`config.mk`:
```
export PLATFORM = sky130hd
export DESIGN_NAME = console_line_editor_core
export DESIGN_NICKNAME = d
export VERILOG_FILES = /design/src/hw/rtl/cle_pkg.sv /design/src/hw/rtl/cle_front.sv /design/src/hw/rtl/cle_queue.sv /design/src/hw/rtl/cle_back.sv /design/src/hw/rtl/console_line_editor_core.sv
export SDC_FILE = /design/constraint.sdc
export NUM_CORES = 1
export LEC_CHECK = 0
export ABC_CLOCK_PERIOD_IN_PS = 3800
export BUFFER_PORTS_ARGS = -buffer_cell sky130_fd_sc_hd__buf_2
export CORE_UTILIZATION = 30
export CTS_CLUSTER_SIZE = 8
export DETAILED_ROUTE_END_ITERATION = 7
export GPL_TIMING_DRIVEN = 0
export PLACE_DENSITY = 0.58
export SLEW_MARGIN = 20
export SYNTH_ARGS = -nofsm -noshare
export SYNTH_HDL_FRONTEND = slang
export SYNTH_SLANG_ARGS = --single-unit
```
`constraint.sdc`:
```
create_clock -name clk -period 3.8 [get_ports clk]
set_clock_uncertainty 0.2 [all_clocks]
set_input_delay 0.76 -clock clk [delete_from_list [all_inputs] [get_ports clk]]
set_output_delay 0.76 -clock clk [all_outputs]
set_load 0.03 [all_outputs]
```
`src/hw/rtl/cle_pkg.sv`:
```
`timescale 1ns / 1ps
`default_nettype none
// ----------------------------------------------------------------------------
// cle_pkg - console line editor shared definitions
// Character codes, job and result word types, and the small tables that turn a
// job into its sequence of transmit and report words.
// ----------------------------------------------------------------------------
package cle_pkg;

	// default line capacity; the line holds one character less than this
	localparam int LINE_CAPACITY_DEF = 128;

	// widths of the result fields
	localparam int LEN_W  = 7;
	localparam int CMD_W  = 3;
	localparam int STEP_W = 4;

	// leading characters kept for command matching
	localparam int HEAD_LEN = 6;

	// job queue between front and back
	localparam int QUEUE_DEPTH = 2;
	localparam int QUEUE_AW    = $clog2(QUEUE_DEPTH);

	// character codes
	localparam logic [7:0] CH_BS    = 8'd8;
	localparam logic [7:0] CH_LF    = 8'd10;
	localparam logic [7:0] CH_CR    = 8'd13;
	localparam logic [7:0] CH_SP    = 8'd32;
	localparam logic [7:0] CH_TILDE = 8'd126;
	localparam logic [7:0] CH_DEL   = 8'd127;
	localparam logic [7:0] CH_UC_A  = 8'd65;
	localparam logic [7:0] CH_UC_Z  = 8'd90;

	// input opcodes
	localparam logic OP_BYTE  = 1'b0;
	localparam logic OP_FLUSH = 1'b1;

	// result kinds
	localparam logic KIND_TX     = 1'b0;
	localparam logic KIND_REPORT = 1'b1;

	typedef enum logic [CMD_W-1:0] {
		CMD_HELP       = 3'd0,
		CMD_INFO       = 3'd1,
		CMD_STATUS     = 3'd2,
		CMD_RESET      = 3'd3,
		CMD_ECHO_TEXT  = 3'd4,
		CMD_ECHO_EMPTY = 3'd5,
		CMD_UNKNOWN    = 3'd6
	} cmd_t;

	typedef enum logic [1:0] {
		JOB_ECHO,
		JOB_ERASE,
		JOB_LINE,
		JOB_FULL
	} job_op_t;

	// one unit of work handed from front to back
	typedef struct packed {
		job_op_t          op;
		logic [7:0]       data;
		cmd_t             cmd;
		logic [LEN_W-1:0] len;
	} job_t;

	// one result word
	typedef struct packed {
		logic             kind;
		logic [7:0]       tx;
		logic [CMD_W-1:0] cmd;
		logic [LEN_W-1:0] len;
		logic             last;
	} word_t;

	// fold A..Z to lower case
	function automatic logic [7:0] fold(input logic [7:0] c);
		if (c >= CH_UC_A && c <= CH_UC_Z) begin
			return c + 8'd32;
		end
		return c;
	endfunction

	// index of the final word of a job
	function automatic logic [STEP_W-1:0] job_last_step(input job_op_t op);
		logic [STEP_W-1:0] n;
		case (op)
			JOB_ECHO:  n = 4'd0;
			JOB_ERASE: n = 4'd2;
			JOB_LINE:  n = 4'd2;
			JOB_FULL:  n = 4'd15;
			default:   n = 4'd0;
		endcase
		return n;
	endfunction

	// CR LF "Buffer full!" CR LF
	function automatic logic [7:0] full_msg_byte(input logic [STEP_W-1:0] i);
		logic [7:0] b;
		case (i)
			4'd0:    b = CH_CR;
			4'd1:    b = CH_LF;
			4'd2:    b = "B";
			4'd3:    b = "u";
			4'd4:    b = "f";
			4'd5:    b = "f";
			4'd6:    b = "e";
			4'd7:    b = "r";
			4'd8:    b = " ";
			4'd9:    b = "f";
			4'd10:   b = "u";
			4'd11:   b = "l";
			4'd12:   b = "l";
			4'd13:   b = "!";
			4'd14:   b = CH_CR;
			4'd15:   b = CH_LF;
			default: b = CH_CR;
		endcase
		return b;
	endfunction

	// result word number i of a job
	function automatic word_t job_word(input job_t j, input logic [STEP_W-1:0] i);
		word_t w;
		w = '0;
		case (j.op)
			JOB_ECHO: begin
				w.tx = j.data;
			end
			JOB_ERASE: begin
				w.tx = (i == 4'd1) ? CH_SP : CH_BS;
			end
			JOB_LINE: begin
				if (i == 4'd0) begin
					w.tx = CH_CR;
				end else if (i == 4'd1) begin
					w.tx = CH_LF;
				end else begin
					w.kind = KIND_REPORT;
					w.cmd  = j.cmd;
					w.len  = j.len;
				end
			end
			JOB_FULL: begin
				w.tx = full_msg_byte(i);
			end
			default: begin
				w.tx = 8'd0;
			end
		endcase
		w.last = (i == job_last_step(j.op));
		return w;
	endfunction

endpackage
`default_nettype wire

```
`src/hw/rtl/cle_front.sv`:
```
`timescale 1ns / 1ps
`default_nettype none
// ----------------------------------------------------------------------------
// cle_front - input side of the console line editor
// Takes one received word per cycle unless stalled, keeps the fill count and
// the leading line characters, matches commands, queues jobs for the back end.
// ----------------------------------------------------------------------------
module cle_front #(
	parameter int LINE_CAPACITY = cle_pkg::LINE_CAPACITY_DEF
) (
	input  wire logic         clk,
	input  wire logic         arst_n,
	input  wire logic         item_valid,
	output logic              item_stall,
	input  wire logic         opcode,
	input  wire logic [7:0]   rx_byte,
	input  wire logic         q_full,
	output logic              push,
	output cle_pkg::job_t     push_job
);

	localparam int FILL_W = $clog2(LINE_CAPACITY);
	localparam int LW     = cle_pkg::LEN_W;
	localparam int HL     = cle_pkg::HEAD_LEN;

	logic [FILL_W-1:0] fill_q;
	logic [FILL_W-1:0] fill_nxt;
	logic [7:0]        head_q [HL];
	logic [7:0]        f [HL];
	logic              accept;
	logic              store;
	cle_pkg::cmd_t     cmd;

	// hold the input whenever the job queue has no room
	assign item_stall = q_full;
	assign accept     = item_valid && !item_stall;

	// match the completed line against the known commands
	always_comb begin
		for (int i = 0; i < HL; i++) begin
			f[i] = cle_pkg::fold(head_q[i]);
		end
		if (fill_q == FILL_W'(4) && f[0] == "h" && f[1] == "e" && f[2] == "l"
				&& f[3] == "p") begin
			cmd = cle_pkg::CMD_HELP;
		end else if (fill_q == FILL_W'(4) && f[0] == "i" && f[1] == "n"
				&& f[2] == "f" && f[3] == "o") begin
			cmd = cle_pkg::CMD_INFO;
		end else if (fill_q == FILL_W'(6) && f[0] == "s" && f[1] == "t"
				&& f[2] == "a" && f[3] == "t" && f[4] == "u" && f[5] == "s") begin
			cmd = cle_pkg::CMD_STATUS;
		end else if (fill_q == FILL_W'(5) && f[0] == "r" && f[1] == "e"
				&& f[2] == "s" && f[3] == "e" && f[4] == "t") begin
			cmd = cle_pkg::CMD_RESET;
		end else if (fill_q >= FILL_W'(5) && f[0] == "e" && f[1] == "c"
				&& f[2] == "h" && f[3] == "o" && f[4] == " ") begin
			cmd = (fill_q > FILL_W'(5)) ? cle_pkg::CMD_ECHO_TEXT
				: cle_pkg::CMD_ECHO_EMPTY;
		end else begin
			cmd = cle_pkg::CMD_UNKNOWN;
		end
	end

	// classify the word and build the job
	always_comb begin
		push          = 1'b0;
		store         = 1'b0;
		fill_nxt      = fill_q;
		push_job.op   = cle_pkg::JOB_ECHO;
		push_job.data = rx_byte;
		push_job.cmd  = cmd;
		push_job.len  = LW'(fill_q);
		if (accept) begin
			if (opcode == cle_pkg::OP_FLUSH) begin
				fill_nxt = '0;
			end else begin
				case (rx_byte) inside
					cle_pkg::CH_LF, cle_pkg::CH_CR: begin
						if (fill_q != '0) begin
							push        = 1'b1;
							push_job.op = cle_pkg::JOB_LINE;
							fill_nxt    = '0;
						end
					end
					cle_pkg::CH_BS, cle_pkg::CH_DEL: begin
						if (fill_q != '0) begin
							push        = 1'b1;
							push_job.op = cle_pkg::JOB_ERASE;
							fill_nxt    = fill_q - FILL_W'(1);
						end
					end
					[cle_pkg::CH_SP:cle_pkg::CH_TILDE]: begin
						push = 1'b1;
						if (fill_q != FILL_W'(LINE_CAPACITY - 1)) begin
							store    = 1'b1;
							fill_nxt = fill_q + FILL_W'(1);
						end else begin
							push_job.op = cle_pkg::JOB_FULL;
							fill_nxt    = '0;
						end
					end
					default: begin
						fill_nxt = fill_q;
					end
				endcase
			end
		end
	end

	// advance the fill count
	always_ff @(posedge clk or negedge arst_n) begin
		if (!arst_n) begin
			fill_q <= '0;
		end else begin
			fill_q <= fill_nxt;
		end
	end

	// capture the leading characters of the line
	always_ff @(posedge clk) begin
		for (int i = 0; i < HL; i++) begin
			if (store && fill_q == FILL_W'(i)) begin
				head_q[i] <= rx_byte;
			end
		end
	end

	a_fill_bound: assert property (@(posedge clk) disable iff (!arst_n)
		fill_q <= FILL_W'(LINE_CAPACITY - 1))
		else $error("fill count beyond line capacity");

	a_push_accepted: assert property (@(posedge clk) disable iff (!arst_n)
		push |-> accept && opcode == cle_pkg::OP_BYTE)
		else $error("job queued without an accepted byte");

endmodule
`default_nettype wire

```
`src/hw/rtl/cle_queue.sv`:
```
`timescale 1ns / 1ps
`default_nettype none
// ----------------------------------------------------------------------------
// cle_queue - job queue between front and back of the line editor
// Small register FIFO so that the front can take a word while the back end is
// still sending the results of an earlier one.
// ----------------------------------------------------------------------------
module cle_queue (
	input  wire logic          clk,
	input  wire logic          arst_n,
	input  wire logic          push,
	input  wire cle_pkg::job_t push_job,
	input  wire logic          pop,
	output logic               full,
	output logic               head_valid,
	output cle_pkg::job_t      head_job
);

	localparam int AW    = cle_pkg::QUEUE_AW;
	localparam int DEPTH = cle_pkg::QUEUE_DEPTH;

	cle_pkg::job_t  slot_q [DEPTH];
	logic [AW-1:0]  wr_ptr_q;
	logic [AW-1:0]  rd_ptr_q;
	logic [AW:0]    count_q;

	assign full       = (count_q == (AW+1)'(DEPTH));
	assign head_valid = (count_q != '0);
	assign head_job   = slot_q[rd_ptr_q];

	// advance pointers and count
	always_ff @(posedge clk or negedge arst_n) begin
		if (!arst_n) begin
			wr_ptr_q <= '0;
			rd_ptr_q <= '0;
			count_q  <= '0;
		end else begin
			if (push) begin
				wr_ptr_q <= wr_ptr_q + AW'(1);
			end
			if (pop) begin
				rd_ptr_q <= rd_ptr_q + AW'(1);
			end
			if (push && !pop) begin
				count_q <= count_q + (AW+1)'(1);
			end else if (pop && !push) begin
				count_q <= count_q - (AW+1)'(1);
			end
		end
	end

	// write the pushed job
	always_ff @(posedge clk) begin
		if (push) begin
			slot_q[wr_ptr_q] <= push_job;
		end
	end

	a_no_overflow: assert property (@(posedge clk) disable iff (!arst_n)
		push |-> !full)
		else $error("job pushed into a full queue");

	a_no_underflow: assert property (@(posedge clk) disable iff (!arst_n)
		pop |-> head_valid)
		else $error("job popped from an empty queue");

endmodule
`default_nettype wire

```
`src/hw/rtl/cle_back.sv`:
```
`timescale 1ns / 1ps
`default_nettype none
// ----------------------------------------------------------------------------
// cle_back - output side of the line editor
// Takes one job at a time from the queue and sends its words, one per cycle
// unless the result is stalled, through a registered output stage.
// ----------------------------------------------------------------------------
module cle_back (
	input  wire logic          clk,
	input  wire logic          arst_n,
	input  wire logic          head_valid,
	input  wire cle_pkg::job_t head_job,
	output logic               pop,
	output logic               result_valid,
	input  wire logic          result_stall,
	output cle_pkg::word_t     result_word
);

	localparam int SW = cle_pkg::STEP_W;

	cle_pkg::job_t   cur_q;
	logic            active_q;
	logic [SW-1:0]   step_q;
	logic            result_valid_q;
	cle_pkg::word_t  word_q;
	logic            emit;
	logic            done;

	// step through the current job while the output register has room
	assign emit = active_q && (!result_valid_q || !result_stall);
	assign done = emit && (step_q == cle_pkg::job_last_step(cur_q.op));
	assign pop  = head_valid && (!active_q || done);

	assign result_valid = result_valid_q;
	assign result_word  = word_q;

	// load the next job or advance the step count
	always_ff @(posedge clk or negedge arst_n) begin
		if (!arst_n) begin
			active_q <= 1'b0;
			step_q   <= '0;
		end else if (pop) begin
			active_q <= 1'b1;
			step_q   <= '0;
		end else if (done) begin
			active_q <= 1'b0;
		end else if (emit) begin
			step_q <= step_q + SW'(1);
		end
	end

	always_ff @(posedge clk) begin
		if (pop) begin
			cur_q <= head_job;
		end
	end

	// output register: hold while stalled, drop once taken
	always_ff @(posedge clk or negedge arst_n) begin
		if (!arst_n) begin
			result_valid_q <= 1'b0;
		end else if (emit) begin
			result_valid_q <= 1'b1;
		end else if (!result_stall) begin
			result_valid_q <= 1'b0;
		end
	end

	always_ff @(posedge clk) begin
		if (emit) begin
			word_q <= cle_pkg::job_word(cur_q, step_q);
		end
	end

	a_step_bound: assert property (@(posedge clk) disable iff (!arst_n)
		active_q |-> step_q <= cle_pkg::job_last_step(cur_q.op))
		else $error("step past the end of the job");

	a_hold_stalled: assert property (@(posedge clk) disable iff (!arst_n)
		result_valid_q && result_stall |=> result_valid_q && $stable(word_q))
		else $error("stalled result word changed");

endmodule
`default_nettype wire

```
`src/hw/rtl/console_line_editor_core.sv`:
```
`timescale 1ns / 1ps
`default_nettype none
// ----------------------------------------------------------------------------
// console_line_editor_core - serial console line editor
// Edits a console line from received bytes, echoes and erases characters,
// reports a full line and matches completed lines against known commands.
//
//   channel  direction  handshake                  payload
//   item     in         item_valid / item_stall    opcode, rx_byte
//   result   out        result_valid / result_stall kind, tx_byte, command,
//                                                  line_length, last
//
// The front takes one word per cycle while the two-entry job queue has room.
// The back end sets the sustained rate: one result word per cycle unless
// stalled. A byte yields one word, erase or line end three, full line sixteen.
// Reset clears the fill count, queue and output register; line characters are
// not cleared. A result stall holds the output register, then fills the queue,
// then stalls the input.
// ----------------------------------------------------------------------------
module console_line_editor_core #(
	parameter int LINE_CAPACITY = cle_pkg::LINE_CAPACITY_DEF
) (
	input  wire logic                        clk,
	input  wire logic                        arst_n,
	input  wire logic                        item_valid,
	output logic                             item_stall,
	input  wire logic                        opcode,
	input  wire logic [7:0]                  rx_byte,
	output logic                             result_valid,
	input  wire logic                        result_stall,
	output logic                             kind,
	output logic [7:0]                       tx_byte,
	output logic [cle_pkg::CMD_W-1:0]        command,
	output logic [cle_pkg::LEN_W-1:0]        line_length,
	output logic                             last
);

	logic            q_full;
	logic            push;
	cle_pkg::job_t   push_job;
	logic            pop;
	logic            head_valid;
	cle_pkg::job_t   head_job;
	cle_pkg::word_t  word;

	cle_front #(
		.LINE_CAPACITY(LINE_CAPACITY)
	) u_front (
		.clk        (clk),
		.arst_n     (arst_n),
		.item_valid (item_valid),
		.item_stall (item_stall),
		.opcode     (opcode),
		.rx_byte    (rx_byte),
		.q_full     (q_full),
		.push       (push),
		.push_job   (push_job)
	);

	cle_queue u_queue (
		.clk        (clk),
		.arst_n     (arst_n),
		.push       (push),
		.push_job   (push_job),
		.pop        (pop),
		.full       (q_full),
		.head_valid (head_valid),
		.head_job   (head_job)
	);

	cle_back u_back (
		.clk          (clk),
		.arst_n       (arst_n),
		.head_valid   (head_valid),
		.head_job     (head_job),
		.pop          (pop),
		.result_valid (result_valid),
		.result_stall (result_stall),
		.result_word  (word)
	);

	// unpack the result word onto the ports
	assign kind        = word.kind;
	assign tx_byte     = word.tx;
	assign command     = word.cmd;
	assign line_length = word.len;
	assign last        = word.last;

endmodule
`default_nettype wire

```
Yosys cells after proc, flatten, opt, wreduce, memory -nomap -nowiden --
Memory sizes are Yosys's and may differ from the RTL's. A register that Yosys moved wholly into a read port is not among the register bits. Index checks and enable logic that the tools add are counted.
Word-level totals: output and inout port bits 22, logic and storage cells 257, ROM bits 112, memories 3, register bits 37, bits in writable memories 88
Operators by class: $add $sub $neg 13, equality and inequality tests 44, muxes and demuxes 96, bitwise operators 1, reduce and logical (&&, ||, !) cells 72, $lt $le $gt $ge 16
Memories:
- (name not given) | depth 16, width 7, rd ports 1, clocked after Yosys merged registers in 0, write ports 0, RTL line cle_pkg.sv:101 | case (i)
- u_front.head_q | depth 6, width 8, rd ports 6, clocked after Yosys merged registers in 0, write ports 1, RTL line cle_front.sv:28 | logic [7:0] head_q [HL];
- u_queue.slot_q | depth 2, width 20, rd ports 1, clocked after Yosys merged registers in 1, write ports 1, RTL line cle_queue.sv:22 | cle_pkg::job_t slot_q [DEPTH];
Operators by type and width (count):
- equality test 8 x 7 -> 1 bit (second input constant) | 22
- two-way mux 8 bit | 18
- less-or-equal comparator 8 x 7 -> 1 bit (second input constant) | 7
- two-way mux 7 bit | 7
- adder 8 x 6 -> 8 bit (second input constant) | 6
- >= comparator 8 x 7 -> 1 bit (second input constant) | 6
- two-way mux 1 bit | 44
- logical AND 1 bit | 43
- OR reduction 8 bit | 5
- one-hot mux 8 bit (4 select lines) | 1
- two-way mux 3 bit | 10
- equality test 8 x 4 -> 1 bit (second input constant) | 3
- equality test 7 x 3 -> 1 bit (second input constant) | 3
- two-way mux 4 bit | 5
- two-way mux 2 bit | 9
- equality test 7 x 2 -> 1 bit (second input constant) | 2
- one-hot mux 4 bit (3 select lines) | 1
- equality test 4 bit | 2
- equality test 8 x 6 -> 1 bit (second input constant) | 1
- >= comparator 8 x 6 -> 1 bit (second input constant) | 1
- nonzero test 2 bit | 4
- OR reduction 2 bit | 4
- adder 7 x 1 -> 7 bit (second input constant) | 1
- equality test 7 x 1 -> 1 bit (second input constant) | 1
- 26 further kinds | 36

Longest topological paths before layout --
Gate-level depths: netlist of the first run.
word-level depth 16, depth in mapped cells 10

Hierarchy --
Synthesis of the first run repeated with hierarchy kept, for this count alone.
Unflattened totals: cells, all modules 496, area, all modules 6735.2 um^2
Modules (own cells, without submodules):
- cle_front | cells an instance 255, area each 2912.8 um^2, times used 1, sequential area each 1616.6 um^2
- cle_back | cells an instance 163, area each 2113.3 um^2, times used 1, sequential area each 1351.3 um^2
- cle_queue | cells an instance 78, area each 1709.1 um^2, times used 1, sequential area each 1301.2 um^2

Least setup slack after synthesis of the first run --
No wires, ideal clock.
path type input to register, start input rx_byte[7], end memory u_queue.slot_q[0][0] in the netlist's numbering, enable pin, library setup time 0.448 ns, arrival time 3.773 ns, path buffers 0, data required time 3.152 ns, cell stages on the path 4, setup slack -0.621 ns, path through or4b_4 a211oi_4 nor4_1 nor4_1
On the way: longest elaborated chain between the ends 9, elaborated cells between the ends (all ways) 16, classes of those cells 2 x order compare; 4 x eq/ne; 7 x mux; 3 x reduce/logical
RTL lines:
- start, declared | RTL line console_line_editor_core.sv:28 | input wire logic [7:0] rx_byte,
- >= comparator 8 x 6 -> 1 bit (no line) / less-or-equal comparator 8 x 7 -> 1 bit (equally long branches)
- logical AND 1 bit (no line)
- two-way mux 1 bit (2 in a row) | RTL line cle_front.sv:77 | case (rx_byte) inside
- two-way mux 1 bit (*) | RTL line cle_front.sv:77
- two-way mux 1 bit (*) | RTL line cle_front.sv:74 | if (opcode == cle_pkg::OP_FLUSH) begin
- two-way mux 1 bit (*) | RTL line cle_front.sv:73 | if (accept) begin
- two-way mux 1 bit (*) | RTL line cle_queue.sv:54 | if (push) begin
- two-way mux 1 bit (implied by the code) (*) | RTL line cle_queue.sv:55 | slot_q[wr_ptr_q] <= push_job;
- end, declared | RTL line cle_queue.sv:22
Every way passes the cells marked *; elsewhere a longest branch is shown, timed or not.

Worst setup path in the final report of the first run --
start input rx_byte[3], end memory u_queue.slot_q[1][10] in the netlist's numbering, enable pin
On the way: longest elaborated chain between the ends 9, elaborated cells between the ends (all ways) 16, classes of those cells 2 x order compare; 4 x eq/ne; 7 x mux; 3 x reduce/logical
RTL lines:
- >= comparator 8 x 6 -> 1 bit (no line) / less-or-equal comparator 8 x 7 -> 1 bit (equally long branches)
- logical AND 1 bit (no line)
- two-way mux 1 bit (2 in a row) | RTL line cle_front.sv:77
- two-way mux 1 bit (*) | RTL line cle_front.sv:77
- two-way mux 1 bit (*) | RTL line cle_front.sv:74
- two-way mux 1 bit (*) | RTL line cle_front.sv:73
- net push | RTL line console_line_editor_core.sv:39 | logic push;
- two-way mux 1 bit (*) | RTL line cle_queue.sv:54
- two-way mux 1 bit (implied by the code) (*) | RTL line cle_queue.sv:55
Mark *: on every way through the listed nets, which the timed path passes. The rest lies on a longest branch.

==> results of run 1 <==
## cells by family (layout without fill, tap and decap cells)
kind of cell	count (synthesis)	count (layout)	synth area share, %
xor+xnor	9	9	1.18
compound gates	93	93	10.4
simple gates	157	157	13.9
flops	145	145	64.1
buf+inv	33	100	1.86
mux	27	27	4.81
fa+ha+maj	20	20	3.76
## power by group
group	total (uW)	internal, uW	switching [uW]
Combinational	1180	435	742
Sequential	2130	1990	147
Clock	1610	971	639
## layer usage
metal	GRT usage (%)	wire length, um	vias to the layer above
li1	-	-	2011
met1	15.9	6180	2101
met2	21.4	6900	128
met3	3.58	666	21
met4	5.40	218	2
met5	0	10	-
## flip-flops by register name (all words and copies together), names as in the netlist
name                 count
u_back.active_q          1
u_back.cur_q            20
u_back.result_valid      1
u_back.result_word      20
u_back.step_q            4
u_front.fill_q           7
u_front.head_q          48
u_queue.count_q          2
u_queue.rd_ptr_q         1
u_queue.slot_q          40
u_queue.wr_ptr_q         1
## stage by stage
| step | instances | setup WS [ns] |
|---|---|---|
| after floorplan | 484 | 0.198 |
| after global placement | 798 | -0.724 |
| after detailed placement | 799 | -0.130 |
| after CTS | 831 | 0.300 |
| after global routing | 831 | 0.131 |
| final | 831 | 0.359 |
## placed cells by master, fill, tap and decap left out, types with 5 or more instances in the layout
| master | n |
|---|---|
| nand3_1 | 13 |
| a31oi_1 | 6 |
| a22oi_1 | 5 |
| a21oi_1 | 18 |
| clkbuf_1 | 15 |
| ha_1 | 20 |
| mux2i_1 | 5 |
| inv_1 | 18 |
| nor4_1 | 8 |
| or3_1 | 6 |
| o211ai_1 | 6 |
| edfxtp_1 | 128 |
| nor2_1 | 19 |
| and2_1 | 20 |
| dfrtp_1 | 17 |
| clkbuf_16 | 17 |
| xnor2_1 | 6 |
| o21ai_0 | 10 |
| buf_2 | 34 |
| nor3_1 | 12 |
| o221ai_1 | 6 |
| nand4_1 | 7 |
| nand2b_1 | 5 |
| mux2_2 | 20 |
| nand2_1 | 29 |
## final cells by class
class	count	area share, %
Buffer	15	0.725
Clock buffer	21	5.67
Clock inverter	11	1.67
Inverter	18	0.869
Multi-Input combinational cell	306	29.3
Sequential cell	145	54.9
Tap cell	280	4.51
Timing Repair Buffer	35	2.29
## path summary, 6_finish.rpt
check,start,end,slack [ns],depth (start not counted)
setup / recovery,rx_byte[3],u_queue.slot_q[1][10]$_DFFE_PP_,0.36,7
hold / removal,arst_n,u_front.fill_q[0]$_DFFE_PN0P_,0.11,1
setup reg to reg,u_back.step_q[3]$_DFFE_PN0P_,u_back.cur_q[7]$_DFFE_PP_,0.50,6
hold reg to reg,u_queue.count_q[1]$_DFFE_PN0P_,u_queue.count_q[1]$_DFFE_PN0P_,0.29,1
max in group asynchronous,arst_n,u_front.fill_q[2]$_DFFE_PN0P_,2.92,1
min in group clk,u_queue.count_q[1]$_DFFE_PN0P_,u_queue.count_q[1]$_DFFE_PN0P_,0.29,1
==> metrics.json, run 1 <==
{
  "die_area": {"value": 22800, "unit": "um2"},
  "worst_ir_drop_vdd": {"value": 0.364, "unit": "mV"},
  "synth.top_cells.by_area": {"value": "edfxtp_1 58%, dfrtp_1 6.4%, ha_1 3.8%"},
  "worst_pin_slew": {"value": 0.919, "unit": "ns"},
  "synth_top_flop_cell": {"value": "edfxtp_1"},
  "post-dp-hpwl": {"value": 9.61, "unit": "mm"},
  "post-cts-setup-buffer-count": {"value": 0},
  "place_area": {"value": 7200, "unit": "um2"},
  "grt.total_usage": {"value": 13.0, "unit": "%"},
  "pwr_density_cell": {"value": 633, "unit": "nW/um2"},
  "fin_hold_ws": {"value": 0.113, "unit": "ns"},
  "yosys_register_bits": {"value": 145},
  "critical_path.max_stage_delay": {"value": 0.78, "unit": "ns"},
  "cts_hold_repair.buffers": {"value": 0},
  "yosys.cell_count.top_type": {"value": "edfxtp_1"},
  "antenna_cells_inserted": {"value": 0},
  "final_hold_viol_count": {"value": 0},
  "setup_tns": {"value": 0, "unit": "ns"},
  "post_syn_instances": {"value": 484},
  "arrival": {"value": 3.28, "unit": "ns"},
  "drv_cap": {"value": 0},
  "port-buffer-count": {"value": 34},
  "pin_count_of_the_biggest_net_entering_global_routing": {"value": 21},
  "grt_setup_unrepaired": {"value": "false"},
  "yosysTopAreaCell": {"value": "edfxtp_1"},
  "grt_antenna_before_repair": {"value": 1},
  "grt_pass1_wl": {"value": 21.9, "unit": "mm"},
  "synth_async_sr_flop_share": {"value": 11.7, "unit": "%"},
  "post_synth_instance_area": {"value": 6660, "unit": "um2"},
  "starting_utilization_of_the_core_area": {"value": 30.5, "unit": "%"},
  "num_rows": {"value": 54},
  "grt_pass1_vias": {"value": 4205},
  "layout-area-overhead-vs-synth": {"value": 16.7, "unit": "%"},
  "worst_ep_required_time": {"value": 3.64, "unit": "ns"},
  "post_cts.resized_instances": {"value": 0},
  "drt_iter0_markers": {"value": 353},
  "place_congestion": {"value": 0.878},
  "die_h": {"value": 151, "unit": "um"},
  "finish.utilization": {"value": 35.6, "unit": "%"},
  "ys_types": {"value": 69},
  "drive_gt1_share": {"value": 17.2, "unit": "%"},
  "leading_post_synthesis_cells_by_instance_count": {"value": "128 x edfxtp_1, 29 x nand2_1, 20 x and2_1, 20 x ha_1, 20 x mux2_2"},
  "synth_edf_count": {"value": 128},
  "sequential_share_of_the_synthesized_area": {"value": 64.1, "unit": "%"},
  "fmaxAchievable": {"value": 0.291, "unit": "GHz"},
  "yosys_warnings": {"value": 0},
  "result_of_the_run": {"value": "complete, no violations"},
  "clock-sinks": {"value": 145},
  "worst_skew_pair.late_latency": {"value": 0.42, "unit": "ns"},
  "wirelength": {"value": 14.0, "unit": "mm"},
  "tritoncts.num_buffers": {"value": 17},
  "slew_headroom": {"value": 38.7, "unit": "%"},
  "hold_path_class": {"value": "in -> async"},
  "timing.critical_path.cells": {"value": "buf_2 -> nor4b_1 -> and2_1 -> clkbuf_1 -> nor4_1 -> nor3_2 -> and2_1"},
  "route.detailed.wl_per_inst": {"value": 16.8, "unit": "um"},
  "multi_input_logic_area": {"value": 2280, "unit": "um2"},
  "route.detailed.vias_per_inst": {"value": 5.13},
  "timing.critical_path.slowest_stage_cell": {"value": "and2_1"},
  "timing_worst_setup_path_type": {"value": "in -> reg"},
  "worst_path_most_repeated_cell": {"value": "and2_1"},
  "critPathTopFamily": {"value": "simple AND/OR/NAND/NOR gates"},
  "horizontal_die_dimension": {"value": 151, "unit": "um"},
  "drcViolationCount": {"value": 0},
  "clock_pin_slew_on_the_worst_setup_and_hold_paths": {"value": 0.06, "unit": "ns"},
  "fin_crit_sh": {"value": 90.6, "unit": "%"},
  "startpoint_type": {"value": "input pin"},
  "regArea": {"value": 4270, "unit": "um2"},
  "synthDominantCellAreaShare": {"value": 57.7, "unit": "%"},
  "drt_first_pass_iters": {"value": 5},
  "detail-route-antenna-nets": {"value": 0},
  "setup_violations": {"value": 0},
  "crit_path_max_fanout": {"value": 20},
  "path_buf_inv": {"value": 2},
  "p_leak": {"value": 0.00262, "unit": "uW"},
  "dr_total_vias": {"value": 4263},
  "finalCriticalPeriod": {"value": 3.44, "unit": "ns"},
  "floorplan.io_pins": {"value": 35},
  "cts_max_level": {"value": 4},
  "tritoncts_clock_tree": {"value": "yes"},
  "syn_avg_cell_area": {"value": 13.8, "unit": "um2"},
  "cell_area_after_layout": {"value": 7770, "unit": "um2"},
  "report.final.slew_viol_count": {"value": 0},
  "overflow": {"value": 0},
  "critical_path.endpoint_type": {"value": "flip-flop"},
  "ctsRootBufferMaster": {"value": "clkbuf_16"},
  "fillers": {"value": 2089},
  "clock_tree.buffer_depth": {"value": 2},
  "report.power.total": {"value": 4920, "unit": "uW"},
  "mappedNetlistNets": {"value": 517},
  "num-nets-final": {"value": 571},
  "fp.coreArea": {"value": 21800, "unit": "um2"}
}
Note: power is estimated with default switching activity, not from simulation.
==> run 2: changes to the inputs <==
Settings changed: ABC_CLOCK_PERIOD_IN_PS 3800 to 3610, PLACE_DENSITY 0.58 to 0.56, RECOVER_POWER set to 100.
Clock period 3.8 ns to 3.61 ns, I/O delays scaled along.
==> run 2 against run 1 <==
  * Die area is the same
  * Register-to-register slack lost 0.21 ns
  * Power grew 3.3%
  * Sequential power is 6% higher
  * Sequential share of layout area up 0.60 points
  * Via count increased by 0.26%
  * Routed wire length is 0.32% lower
  * Non-clock buffer count unchanged
  * Sequential cell count stayed put
  * Critical path depth unchanged
  * Utilization down 0.38 points
  * Global-route usage up 0.088 points
  * Critical path type unchanged
==> metrics.json, run 2 (synthesis gave the netlist of run 1 again) <==
{
  "slew_headroom": {"value": 23.5, "unit": "%"},
  "post-dp-hpwl": {"value": 9.65, "unit": "mm"},
  "route.detailed.wl_per_inst": {"value": 16.8, "unit": "um"},
  "maxUsedRoutingLayer": {"value": "met4"},
  "finalCriticalPeriod": {"value": 3.33, "unit": "ns"},
  "report.power.total": {"value": 5080, "unit": "uW"},
  "dp_worst_setup_slack": {"value": -0.297, "unit": "ns"},
  "port-buffer-count": {"value": 34},
  "worst_skew_pair.late_latency": {"value": 0.41, "unit": "ns"},
  "max_reg_flops": {"value": 48},
  "tritoncts_clock_tree": {"value": "yes"},
  "rr_startpoint": {"value": "u_back.step_q[3]$_DFFE_PN0P_"},
  "met1Wirelength": {"value": 6.10, "unit": "mm"},
  "reg.largest.list": {"value": "u_front.head_q (48), u_queue.slot_q (40)"},
  "worst_ir_drop_vdd": {"value": 0.253, "unit": "mV"},
  "overflow": {"value": 0},
  "startpoint_type": {"value": "input pin"},
  "fillers": {"value": 2108},
  "grt_setup_unrepaired": {"value": "false"},
  "cts_max_level": {"value": 4},
  "route.detailed.vias_per_inst": {"value": 5.14},
  "result_of_the_run": {"value": "complete, no violations"},
  "floorplan.io_pins": {"value": 35},
  "pwr_density_cell": {"value": 661, "unit": "nW/um2"},
  "fmaxAchievable": {"value": 0.301, "unit": "GHz"},
  "critical_path.endpoint_type": {"value": "flip-flop"},
  "drv_cap": {"value": 0},
  "place_congestion": {"value": 0.932},
  "detail-route-antenna-nets": {"value": 0},
  "die_area": {"value": 22800, "unit": "um2"},
  "post-cts-setup-buffer-count": {"value": 0},
  "worst_ep_required_time": {"value": 3.51, "unit": "ns"},
  "mostFrequentLayoutCell": {"value": "edfxtp_1"},
  "regMostFlops": {"value": "u_front.head_q"},
  "cts_hold_repair.buffers": {"value": 0},
  "drt_iter0_markers": {"value": 286},
  "drcViolationCount": {"value": 0},
  "fin_hold_ws": {"value": 0.297, "unit": "ns"},
  "fin_crit_sh": {"value": 92.1, "unit": "%"},
  "hold_depth": {"value": 1},
  "dr_total_vias": {"value": 4274},
  "die_h": {"value": 151, "unit": "um"},
  "rr_endpoint": {"value": "u_back.cur_q[16]$_DFFE_PP_"},
  "reg2reg_slack": {"value": 0.29, "unit": "ns"},
  "met2_wire_length": {"value": 6.99, "unit": "mm"},
  "r2r_cells": {"value": 6},
  "worst_pin_slew": {"value": 1.15, "unit": "ns"},
  "hold_path_startpoint": {"value": "u_queue.count_q[1]$_DFFE_PN0P_"},
  "routed-wl-met3": {"value": 669, "unit": "um"},
  "p_leak": {"value": 0.00252, "unit": "uW"},
  "grt_pass1_wl": {"value": 22.7, "unit": "mm"},
  "layout-area-overhead-vs-synth": {"value": 15.5, "unit": "%"},
  "ctsRootBufferMaster": {"value": "clkbuf_16"},
  "arrival": {"value": 3.22, "unit": "ns"},
  "clock-sinks": {"value": 145},
  "final_hold_viol_count": {"value": 0},
  "drt_first_pass_iters": {"value": 5},
  "wirelength": {"value": 13.9, "unit": "mm"},
  "crit_path_max_fanout": {"value": 12},
  "postLayoutSetupSlackWorst": {"value": 0.284, "unit": "ns"},
  "setup_violations": {"value": 0},
  "clock_tree.buffer_depth": {"value": 2},
  "drive_gt1_share": {"value": 11.8, "unit": "%"},
  "fp.coreArea": {"value": 21800, "unit": "um2"},
  "antenna_cells_inserted": {"value": 0},
  "clock_pin_slew_on_the_worst_setup_and_hold_paths": {"value": 0.06, "unit": "ns"},
  "starting_utilization_of_the_core_area": {"value": 30.5, "unit": "%"},
  "grt_antenna_before_repair": {"value": 0},
  "report.final.slew_viol_count": {"value": 0},
  "horizontal_die_dimension": {"value": 151, "unit": "um"},
  "min_delay_worst_endpoint": {"value": "u_queue.count_q[1]$_DFFE_PN0P_"},
  "num_rows": {"value": 54},
  "setup_tns": {"value": 0, "unit": "ns"},
  "finish.utilization": {"value": 35.2, "unit": "%"},
  "grt.total_usage": {"value": 13.0, "unit": "%"},
  "num-nets-final": {"value": 571},
  "timing_worst_setup_path_type": {"value": "in -> reg"},
  "hold_path_class": {"value": "reg -> reg"},
  "pin_count_of_the_biggest_net_entering_global_routing": {"value": 21},
  "grt_pass1_vias": {"value": 4298},
  "most-common-layout-cells": {"value": "128 x edfxtp_1, 43 x clkbuf_1, 29 x nand2_1"},
  "tritoncts.num_buffers": {"value": 17}
}
[run 2: how the worst max path moves through the flow]
stage,to,start,slack [ns]
floorplan,u_queue.slot_q[0][0]$_DFFE_PP_,rx_byte[7],0.05
global placement,u_queue.slot_q[0][9]$_DFFE_PP_,rx_byte[3],-0.89
detailed placement,u_queue.slot_q[1][7]$_DFFE_PP_,rx_byte[3],-0.30
CTS,u_queue.slot_q[1][15]$_DFFE_PP_,rx_byte[3],0.14
global route,u_back.cur_q[2]$_DFFE_PP_,u_back.step_q[3]$_DFFE_PN0P_,0.05
finish,u_queue.slot_q[0][15]$_DFFE_PP_,rx_byte[1],0.28
[run 2: area by class of cell]
cell class / instances / area (um2) / share of cell area [%]
flip-flops and latches: 145 / 4270 / 55.5
multi-input cells: 306 / 2250 / 29.3
clock buffers: 23 / 458 / 5.96
well taps: 280 / 350 / 4.56
repair buffers: 35 / 148 / 1.92
clock inverters: 9 / 87.6 / 1.14
inverters: 18 / 67.6 / 0.879
plain buffers: 15 / 56.3 / 0.732
[run 2: layer usage]
metal	track usage [%]	vias up
li1	-	2008
met1	16.1	2137
met2	22.4	114
met3	2.89	15
met4	4.65	0
met5	0	-
[run 2: critical path, stage by stage]
cell      delay (ns)
clkbuf_1        0.41
and4_1          0.33
and4b_1         0.29
clkbuf_1        0.37
nor4_1          0.18
nor4_4          0.58
buf_4           0.33
[run 2: per-stage QoR]
| stage | instance area, um2 | instances |
|---|---|---|
| 2_1_floorplan | 6660 | 484 |
| 3_3_place_gp | 7180 | 798 |
| 3_5_place_dp | 7200 | 799 |
| 4_1_cts | 7750 | 831 |
| 5_1_grt | 7690 | 831 |
| 6_report | 7690 | 831 |
[run 2: what timing repair did]
action,CTS,global route
endpoints found under the setup margin,0,20
hold endpoints to repair,0,0
resized for setup,0,1
[run 2: where the power goes]
group	switching, uW	internal [uW]
Combinational	780	432
Sequential	158	2090
Clock	656	967
